===== src/rtl/core/rhc_pkg.sv =====
`timescale 1ns / 1ps
`default_nettype none

package rhc_pkg;

    // One pixel request on the input side.
    typedef struct packed {
        logic [7:0] red_in;
        logic [7:0] green_in;
        logic [7:0] blue_in;
    } pixel_t;

    // One converted result on the output side.
    typedef struct packed {
        logic [8:0] hue_out;
        logic [7:0] saturation_out;
        logic [7:0] lightness_out;
    } hsl_t;

    // Divider geometry: one quotient bit per stage.
    localparam int DIV_QUO_W   = 8;
    localparam int HUE_NUM_W   = 16;
    localparam int SAT_NUM_W   = 17;
    localparam int DIV_DEN_W   = 9;

    // Sector bases in degrees.
    localparam logic [8:0] HUE_BASE_RED      = 9'd0;
    localparam logic [8:0] HUE_BASE_RED_WRAP = 9'd360;
    localparam logic [8:0] HUE_BASE_GREEN    = 9'd120;
    localparam logic [8:0] HUE_BASE_BLUE     = 9'd240;

endpackage : rhc_pkg

`default_nettype wire


===== src/rtl/core/rhc_div.sv =====
`timescale 1ns / 1ps
`default_nettype none

// Pipelined restoring divider, one quotient bit per register stage.
// Caller guarantees num < den * 2**QUO_W.
module rhc_div #(
    parameter int NUM_W = rhc_pkg::SAT_NUM_W,
    parameter int DEN_W = rhc_pkg::DIV_DEN_W,
    parameter int QUO_W = rhc_pkg::DIV_QUO_W
) (
    input  wire logic             clk,
    input  wire logic             en,
    input  wire logic [NUM_W-1:0] num,
    input  wire logic [DEN_W-1:0] den,
    output logic      [QUO_W-1:0] quo
);

    localparam int CW = (NUM_W > DEN_W + QUO_W - 1) ? NUM_W : DEN_W + QUO_W - 1;

    logic [NUM_W-1:0] rem_reg [QUO_W-1];
    logic [DEN_W-1:0] den_reg [QUO_W-1];
    logic [QUO_W-1:0] quo_reg [QUO_W];

    for (genvar k = 0; k < QUO_W; k++)
    begin : g_stage
        logic [NUM_W-1:0] rem_in;
        logic [DEN_W-1:0] den_in;
        logic [QUO_W-1:0] quo_in;
        logic [CW-1:0]    shifted;
        logic [CW:0]      diff;
        logic [QUO_W-1:0] quo_next;
        logic [NUM_W-1:0] rem_next;

        if (k == 0)
        begin : g_first
            assign rem_in = num;
            assign den_in = den;
            assign quo_in = '0;
        end
        else
        begin : g_rest
            assign rem_in = rem_reg[k-1];
            assign den_in = den_reg[k-1];
            assign quo_in = quo_reg[k-1];
        end

        assign shifted = CW'(den_in) << (QUO_W - 1 - k);
        assign diff    = {1'b0, CW'(rem_in)} - {1'b0, shifted};

        always_comb
        begin
            quo_next = quo_in;
            quo_next[QUO_W-1-k] = ~diff[CW];
            rem_next = diff[CW] ? rem_in : diff[NUM_W-1:0];
        end

        always_ff @(posedge clk)
        begin
            if (en)
            begin
                quo_reg[k] <= quo_next;
            end
        end

        if (k < QUO_W - 1)
        begin : g_carry
            always_ff @(posedge clk)
            begin
                if (en)
                begin
                    rem_reg[k] <= rem_next;
                    den_reg[k] <= den_in;
                end
            end
        end
    end

    assign quo = quo_reg[QUO_W-1];

endmodule : rhc_div

`default_nettype wire


===== src/rtl/core/rgb_to_hsl_converter_core.sv =====
`timescale 1ns / 1ps
`default_nettype none

// Path from pixel request to result: the front stages, the dividers, then the output register.
// Throughput: one pixel per cycle unless stalled; the two 8-stage dividers are fully pipelined.
// A stall on the output freezes the whole pipeline only while the output register is full.
// Reset (rst_n, asynchronous, active low) clears all valid bits; payload is not reset.
module rgb_to_hsl_converter_core (
    input  wire logic           clk,
    input  wire logic           rst_n,
    input  wire logic           pixel_valid,
    output logic                pixel_stall,
    input  wire rhc_pkg::pixel_t pixel,
    output logic                hsl_valid,
    input  wire logic           hsl_stall,
    output rhc_pkg::hsl_t       hsl
);

    import rhc_pkg::*;

    // Front stage 1: extremes and sector of the pixel.
    typedef struct packed {
        logic [7:0]        delta;
        logic [8:0]        sum;
        logic signed [8:0] diff;
        logic [8:0]        base;
    } front_t;

    // Side data carried alongside the dividers.
    typedef struct packed {
        logic       gray;
        logic [8:0] base;
        logic [7:0] light;
    } side_t;

    logic   en;

    // Stage 1
    logic   v1_reg;
    front_t f1_reg;
    front_t f1_next;

    // Stage 2 (divider operands)
    logic                 v2_reg;
    side_t                s2_reg;
    side_t                s2_next;
    logic [HUE_NUM_W-1:0] hnum_reg;
    logic [HUE_NUM_W-1:0] hnum_next;
    logic [SAT_NUM_W-1:0] snum_reg;
    logic [SAT_NUM_W-1:0] snum_next;
    logic [DIV_DEN_W-1:0] hden_reg;
    logic [DIV_DEN_W-1:0] sden_reg;
    logic [7:0]           den8;

    // Divider stages
    logic  vd_reg [DIV_QUO_W];
    side_t sd_reg [DIV_QUO_W];
    logic [DIV_QUO_W-1:0] hue_q;
    logic [DIV_QUO_W-1:0] sat_q;

    // Output register
    logic  out_valid_reg;
    hsl_t  out_reg;
    hsl_t  out_next;
    logic [9:0] hue_sum;

    // Advance whenever the output register is empty or being taken.
    assign en          = ~out_valid_reg | ~hsl_stall;
    assign pixel_stall = ~en;

    // Stage 1: max, min, delta and the sector; red wins ties over green, green over blue.
    always_comb
    begin
        logic [7:0] r;
        logic [7:0] g;
        logic [7:0] b;
        logic [7:0] hi;
        logic [7:0] lo;
        r  = pixel.red_in;
        g  = pixel.green_in;
        b  = pixel.blue_in;
        hi = (r > g) ? r : g;
        hi = (hi > b) ? hi : b;
        lo = (r < g) ? r : g;
        lo = (lo < b) ? lo : b;
        f1_next.delta = hi - lo;
        f1_next.sum   = {1'b0, hi} + {1'b0, lo};
        if (hi == r)
        begin
            f1_next.diff = $signed({1'b0, g}) - $signed({1'b0, b});
            // Wrap a negative red-sector hue into the upper turn.
            f1_next.base = f1_next.diff[8] ? HUE_BASE_RED_WRAP : HUE_BASE_RED;
        end
        else if (hi == g)
        begin
            f1_next.diff = $signed({1'b0, b}) - $signed({1'b0, r});
            f1_next.base = HUE_BASE_GREEN;
        end
        else
        begin
            f1_next.diff = $signed({1'b0, r}) - $signed({1'b0, g});
            f1_next.base = HUE_BASE_BLUE;
        end
    end

    // Stage 2: divider operands.
    // Hue: base - 60 + floor((120*diff + 121*delta) / (2*delta)), numerator always >= 0.
    // Saturation: floor((510*delta + den) / (2*den)), den = 255 - |sum - 255|.
    always_comb
    begin
        logic signed [17:0] d_ext;
        logic signed [17:0] dl_ext;
        logic signed [17:0] h_wide;
        logic [17:0]        s_wide;
        d_ext  = 18'($signed(f1_reg.diff));
        dl_ext = $signed({10'b0, f1_reg.delta});
        h_wide = d_ext * 18'sd120 + dl_ext * 18'sd121;
        den8   = (f1_reg.sum <= 9'd255) ? f1_reg.sum[7:0] : 8'(10'd510 - {1'b0, f1_reg.sum});
        s_wide = {10'b0, f1_reg.delta} * 18'd510 + {10'b0, den8};
        hnum_next     = h_wide[HUE_NUM_W-1:0];
        snum_next     = s_wide[SAT_NUM_W-1:0];
        s2_next.gray  = (f1_reg.delta == 8'd0);
        s2_next.base  = f1_reg.base;
        s2_next.light = 8'((10'(f1_reg.sum) + 10'd1) >> 1);
    end

    always_ff @(posedge clk or negedge rst_n)
    begin
        if (!rst_n)
        begin
            v1_reg        <= 1'b0;
            v2_reg        <= 1'b0;
            out_valid_reg <= 1'b0;
        end
        else if (en)
        begin
            v1_reg        <= pixel_valid;
            v2_reg        <= v1_reg;
            out_valid_reg <= vd_reg[DIV_QUO_W-1];
        end
    end

    always_ff @(posedge clk)
    begin
        if (en)
        begin
            f1_reg   <= f1_next;
            s2_reg   <= s2_next;
            hnum_reg <= hnum_next;
            snum_reg <= snum_next;
            hden_reg <= {1'b0, f1_reg.delta} << 1;
            sden_reg <= {1'b0, den8} << 1;
            out_reg  <= out_next;
        end
    end

    // Valid bits and side data track the divider stages.
    for (genvar k = 0; k < DIV_QUO_W; k++)
    begin : g_side
        always_ff @(posedge clk or negedge rst_n)
        begin
            if (!rst_n)
            begin
                vd_reg[k] <= 1'b0;
            end
            else if (en)
            begin
                vd_reg[k] <= (k == 0) ? v2_reg : vd_reg[(k == 0) ? 0 : k - 1];
            end
        end

        always_ff @(posedge clk)
        begin
            if (en)
            begin
                sd_reg[k] <= (k == 0) ? s2_reg : sd_reg[(k == 0) ? 0 : k - 1];
            end
        end
    end

    rhc_div #(
        .NUM_W (HUE_NUM_W),
        .DEN_W (DIV_DEN_W),
        .QUO_W (DIV_QUO_W)
    ) u_hue_div (
        .clk (clk),
        .en  (en),
        .num (hnum_reg),
        .den (hden_reg),
        .quo (hue_q)
    );

    rhc_div #(
        .NUM_W (SAT_NUM_W),
        .DEN_W (DIV_DEN_W),
        .QUO_W (DIV_QUO_W)
    ) u_sat_div (
        .clk (clk),
        .en  (en),
        .num (snum_reg),
        .den (sden_reg),
        .quo (sat_q)
    );

    // Output stage: assemble hue, fold 360 back to 0, and zero hue and saturation for gray.
    always_comb
    begin
        hue_sum = {1'b0, sd_reg[DIV_QUO_W-1].base} + {2'b0, hue_q} - 10'd60;
        if (hue_sum >= 10'd360)
        begin
            hue_sum = hue_sum - 10'd360;
        end
        out_next.lightness_out = sd_reg[DIV_QUO_W-1].light;
        if (sd_reg[DIV_QUO_W-1].gray)
        begin
            out_next.hue_out        = 9'd0;
            out_next.saturation_out = 8'd0;
        end
        else
        begin
            out_next.hue_out        = hue_sum[8:0];
            out_next.saturation_out = sat_q;
        end
    end

    assign hsl_valid = out_valid_reg;
    assign hsl       = out_reg;

endmodule : rgb_to_hsl_converter_core

`default_nettype wire

===== config.mk =====
export PLATFORM = sky130hd
export DESIGN_NAME = rgb_to_hsl_converter_core
export DESIGN_NICKNAME = d
export VERILOG_FILES = /design/src/rtl/core/rhc_pkg.sv /design/src/rtl/core/rhc_div.sv /design/src/rtl/core/rgb_to_hsl_converter_core.sv
export SDC_FILE = /design/constraint.sdc
export NUM_CORES = 1
export LEC_CHECK = 0
export BUFFER_PORTS_ARGS = -buffer_cell sky130_fd_sc_hd__buf_2
export CAP_MARGIN = 40
export CORE_ASPECT_RATIO = 0.7
export CORE_MARGIN = 5
export CORE_UTILIZATION = 40
export CTS_CLUSTER_SIZE = 25
export DETAILED_ROUTE_END_ITERATION = 8
export PLACE_DENSITY = 0.56
export SYNTH_ARGS = -nofsm -noshare
export SYNTH_HDL_FRONTEND = slang
export SYNTH_SLANG_ARGS = --single-unit

===== constraint.sdc =====
create_clock -name clk -period 20.8 [get_ports clk]
set_input_delay 3.12 -clock clk [delete_from_list [all_inputs] [get_ports clk]]
set_output_delay 3.12 -clock clk [all_outputs]
set_load 0.02 [all_outputs]

**Yosys cells after proc, flatten, opt, wreduce, memory -nomap -nowiden**

Memory sizes are Yosys's and may differ from the RTL's. A register that Yosys moved wholly into a read port is not among the register bits.
Index checks and enable logic that the tools add are counted.
W data, S select, Z words.

- Logic and storage cells: 116
- Bits in registers: 130
- Bits in writable memories: 629
- Output and inout bits: 27
- Memories: 7

- Equality and inequality tests: 2
- Add/sub/neg operators: 28
- Multiply operators: 3
- Multiplexer cells: 25
- Reductions and logical operators: 1
- Order comparisons: 6
- Bitwise logic cells: 20

Memories:

| memory | depth | bits a word | read ports | clocked after memory_dff | wr ports | RTL line | RTL |
|---|---|---|---|---|---|---|---|
| sd_reg | 8 | 18 | 8 | 0 | 8 | rgb_to_hsl_converter_core.sv:57 | `side_t sd_reg [DIV_QUO_W];` |
| u_sat_div.rem_reg | 7 | 17 | 7 | 0 | 7 | rhc_div.sv:20 | `logic [NUM_W-1:0] rem_reg [QUO_W-1];` |
| u_hue_div.rem_reg | 7 | 16 | 7 | 0 | 7 | rhc_div.sv:20 |  |
| u_hue_div.quo_reg | 8 | 8 | 8 | 0 | 8 | rhc_div.sv:22 | `logic [QUO_W-1:0] quo_reg [QUO_W];` |
| u_sat_div.quo_reg | 8 | 8 | 8 | 1 | 8 | rhc_div.sv:22 |  |
| u_hue_div.den_reg | 7 | 9 | 7 | 0 | 7 | rhc_div.sv:21 | `logic [DEN_W-1:0] den_reg [QUO_W-1];` |
| +1 memories | -- | -- | -- | -- | -- | -- |  |

Operators with widths:

| operator | count |
|---|---|
| $mux W17 | 7 |
| $mux W16 | 7 |
| $mux W8 | 5 |
| $mux W18 | 2 |
| $sub A8 B8 Y9 | 3 |
| $not A1 Y1 | 19 |
| $mux W9 | 2 |
| $sub A17 B10 Y18 | 1 |
| $sub A17 B11 Y18 | 1 |
| $sub A17 B12 Y18 | 1 |
| $sub A17 B13 Y18 | 1 |
| $sub A17 B14 Y18 | 1 |
| $sub A17 B15 Y18 | 1 |
| $sub A17 B16 Y18 | 1 |
| $sub A17 B9 Y18 | 1 |
| $add A17 B8 Y17 | 1 |
| $sub A16 B10 Y17 | 1 |
| $sub A16 B11 Y17 | 1 |
| $sub A16 B12 Y17 | 1 |
| $sub A16 B13 Y17 | 1 |
| $sub A16 B14 Y17 | 1 |
| $sub A16 B15 Y17 | 1 |
| $sub A16 B16 Y17 | 1 |
| $sub A16 B9 Y17 | 1 |
| 19 further kinds | 23 |

**Depth between registers and ports, before layout**

- Depth after elaboration: 7
- Mapped depth: 28
- Gate-level depth less buffers: 26

**Modules after synthesis**

A second synthesis with hierarchy kept.

- Cells, all modules: 2984
- Area total of the unflattened synthesis: 36700.2 µm²

Modules (own cells, without submodules):

| module | area each (µm²) | seq. area each (µm²) | times used | cells each |
|---|---|---|---|---|
| rgb_to_hsl_converter_core | 15149.5 | 7031.7 | 1 | 1275 |
| rhc_div at u_sat_div | 10965.5 | 6546.3 | 1 | 874 |
| rhc_div at u_hue_div | 10585.2 | 6336.1 | 1 | 835 |

**Worst setup path after synthesis**

OpenSTA, ideal clock, no wires.

- Path kind: input-to-output
- Start point: input hsl_stall
- End point: output pixel_stall
- Slack: -4926 ps
- Cell stages on the path: 3
- Required time: 17680 ps
- Data arrival time: 22606 ps
- Path through: nand2_1 -> buf_1 -> inv_1

- Word-level cells in the longest chain between the ends: 3

Ends and longest elaborated chain:

| element | RTL line | RTL |
|---|---|---|
| start, declared | rgb_to_hsl_converter_core.sv:15 | `input wire logic hsl_stall,` |
| $not A1 Y1 | rgb_to_hsl_converter_core.sv:68 | `assign en = ~out_valid_reg \| ~hsl_stall;` |
| $or A1 B1 Y1 | rgb_to_hsl_converter_core.sv:68 |  |
| $not A1 Y1 | rgb_to_hsl_converter_core.sv:69 | `assign pixel_stall = ~en;` |
| end, declared | rgb_to_hsl_converter_core.sv:12 | `output logic pixel_stall,` |

No other way between the ends.

==> impl_metrics.env <==
export IMPL_reg2reg_slack_ns=14.88
export IMPL_crit_type="in -> reg"
export IMPL_fin_skew_ns=0.04957
export IMPL_worst_slack_ns=12.48
export IMPL_vias=19550
export IMPL_r2r_start="f1_reg[28]$_DFFE_PN_"
export IMPL_grt_pass1_vias=19960
export IMPL_hp_class="reg -> reg"
export IMPL_cts_sinks=617
export IMPL_grt_use_total_pct=14.03
export IMPL_syn_avg_cell_area_um2=12.25
export IMPL_synth_warning_count=0
export IMPL_path_max_fanout=21
export IMPL_final_cells=4017
export IMPL_multi_input_area_um2=13480
export IMPL_synth_ff_type="edfxtp_1"
export IMPL_required_ns=21.28
export IMPL_gp_congestion=0.8422
export IMPL_grt_antenna_before_repair=1
export IMPL_initial_core_util_pct=40.52
export IMPL_timing_rr_end="hnum_reg[15]$_DFFE_PN_"
export IMPL_start_kind="input pin"
export IMPL_wl_met2_um=26870
export IMPL_clk_pin_slew_worst_paths_ns=0.07
export IMPL_setup_tns_ns=0
export IMPL_min_period_over_period_pct=39.99
export IMPL_pin_count=55
export IMPL_cts_setup_buffers=0
export IMPL_ys_types=72
export IMPL_place_ws_ns=11.91
export IMPL_synth_seq_cells=617
export IMPL_status="completed"
export IMPL_detail_route_iter0_violations=1007
export IMPL_wl_per_cell_um=15.37
export IMPL_synthTopCellsByCount="edfxtp_1 (606), inv_1 (378), ha_1 (298)"
export IMPL_end_kind="register"
export IMPL_insertedDiodeCount=0
export IMPL_synth_top_cell_area_share_pct=54.31
export IMPL_grt_max_degree=190
export IMPL_drive_above_1_share_pct=7.642
export IMPL_top_layer_used="met4"
export IMPL_slew_violations=0
export IMPL_post_dp_hpwl_um=46750
export IMPL_yosysMostFrequentCell="edfxtp_1"
export IMPL_tightestPinTransition_ns=1.043
export IMPL_fp_dieW_um=355.9
export IMPL_cap_violations=0
export IMPL_ant_nets=0
export IMPL_rows=88
export IMPL_core_um2=82690
export IMPL_layout_min_cycle_time_ns=8.318
export IMPL_synth_edf_count=606
export IMPL_drc=0
export IMPL_m1WireLength_um=31470
export IMPL_design_area_um2=37230
export IMPL_syn_area_um2=33500
export IMPL_post_dp_cell_area_um2=35290
export IMPL_max_freq_mhz=120.2
export IMPL_clk_path_buf_depth=3
export IMPL_cp_arrival_ns=8.80
export IMPL_setup_viol=0
export IMPL_largest_reg_flops=114
export IMPL_syn_inst=2735
export IMPL_dieHeight_um=252.1
export IMPL_postSynth_asyncResetShare_pct=1.783
export IMPL_viasPerCell=4.867
export IMPL_relSlewSlack_pct=30.48
export IMPL_io_buffers=54
export IMPL_cts_buffers=61
export IMPL_drt_pass1_iter_count=5
export IMPL_yosysSeqAreaShare_pct=55.13
export IMPL_cts_hold_fix_buffers=0
export IMPL_cts_resized=0
export IMPL_final_nets=3242
export IMPL_synthTopCellsByArea="edfxtp_1 (54%), ha_1 (11%), fa_1 (4.3%)"
export IMPL_placed_cells=3905
export IMPL_dieArea_um2=89740
export IMPL_clk_latency_ns=0.65
export IMPL_ff_latch_area_um2=18470
export IMPL_r2r_worst_path_cells=22
export IMPL_root_buffer="clkbuf_16"
export IMPL_htreeDepth=2
export IMPL_routed_wl_um=61750
export IMPL_rsz0062_at_grt="false"
export IMPL_yosysTopAreaCell="edfxtp_1"
export IMPL_filler_cell_count=7521
export IMPL_startpoint="pixel[9]"
export IMPL_cts_tree="built"
export IMPL_timing_hold_violations_final=0
export IMPL_grt_pass1_wl_um=103300
export IMPL_cp_endpoint="f1_reg[26]$_DFFE_PN_"
export IMPL_syn2layout_area_growth_pct=11.12
export IMPL_met3WireLength_um=2334
export IMPL_grt_ovfl_total=0
export IMPL_syn_nets=3133
==> layout make-up <==
type | instances | share of cell area, %
clock buffer | 73 | 4.221
clock inverter | 38 | 0.9544
inverter | 378 | 3.811
multi-input combinational | 1710 | 36.21
sequential | 617 | 49.62
tap | 1125 | 3.781
timing repair buffer | 76 | 1.408
==> worst max-delay path: stages <==
cell and delay [ns]:
buf_2 0.22, inv_1 0.23, ha_1 0.26, a21oi_1 0.19, a211oi_1 0.13, o21ai_2 0.49, buf_6 0.24, nor2_1 0.05
a21oi_1 0.19, inv_1 0.07, ha_1 0.26, and3_1 0.18, a221o_1 0.15, a21o_1 0.21, and2_1 0.66, nor2_1 0.13
a21oi_1 0.40, inv_1 0.12, fa_1 0.47, nor2_1 0.12, o21ai_0 0.12, a21oi_1 0.24, nor2_1 0.07, nor2_1 0.10
nor2_1 0.08, o21bai_1 0.14, a21o_1 0.13
==> metrics by stage <==
step                      util (%)  hold slack, ns
after CTS                    45.01          0.3588
after detailed placement     42.68          0.4045
after global placement       42.50          0.4014
after global routing         45.02          0.3685
after floorplan                  -          0.4003
final                        45.02          0.3740
==> per-layer routing <==
| metal | track usage, % | vias up |
|---|---|---|
| met5 | 0 | - |
| met4 | 3.047 | 0 |
| met3 | 2.287 | 81 |
| met2 | 22.12 | 236 |
| met1 | 20.55 | 9308 |
| li1 | - | 9926 |
==> how the worst min path moves through the flow <==
stage,cells past startpoint,endpoint,startpoint,slack [ns]
after floorplan,0,hsl[0]$_DFFE_PN_,sd_reg[1][54]$_DFFE_PN_,0.40
after global placement,0,u_sat_div.quo_reg[5][4]$_DFFE_PN_,u_sat_div.quo_reg[4][4]$_DFFE_PN_,0.40
after detailed placement,0,hsl[4]$_DFFE_PN_,sd_reg[1][58]$_DFFE_PN_,0.40
after CTS,0,sd_reg[1][4]$_DFFE_PN_,sd_reg[0][58]$_DFFE_PN_,0.36
after global routing,0,sd_reg[1][4]$_DFFE_PN_,sd_reg[0][58]$_DFFE_PN_,0.37
final,0,sd_reg[0][20]$_DFFE_PN_,sd_reg[0][2]$_DFFE_PN_,0.37
==> cells in the final DEF (no fill, tap or decap), types with 61 or more instances in the layout <==
| cell type | netlist | final |
|---|---|---|
| edfxtp_1 | 606 | 606 |
| inv_1 | 378 | 378 |
| ha_1 | 298 | 298 |
| nor2_1 | 211 | 211 |
| a21oi_1 | 167 | 167 |
| o21ai_0 | 141 | 141 |
| xnor2_1 | 127 | 127 |
| nand2_1 | 105 | 104 |
| fa_1 | 72 | 72 |
| xor2_1 | 68 | 68 |
| nor2b_1 | 64 | 64 |
| clkbuf_16 | 0 | 61 |
==> cell families after synthesis <==
group,synth area share [%]
DFF,55.13
buffers and inverters,4.653
AOI/OAI and AO/OA,9.612
and+or+nand+nor,7.872
muxes,2.200
xor gates and xnor gates,5.097
adders and majority gates,15.43
Power is not shown: default switching activity piles up to over one toggle a cycle in this logic, so the estimate is an artifact.
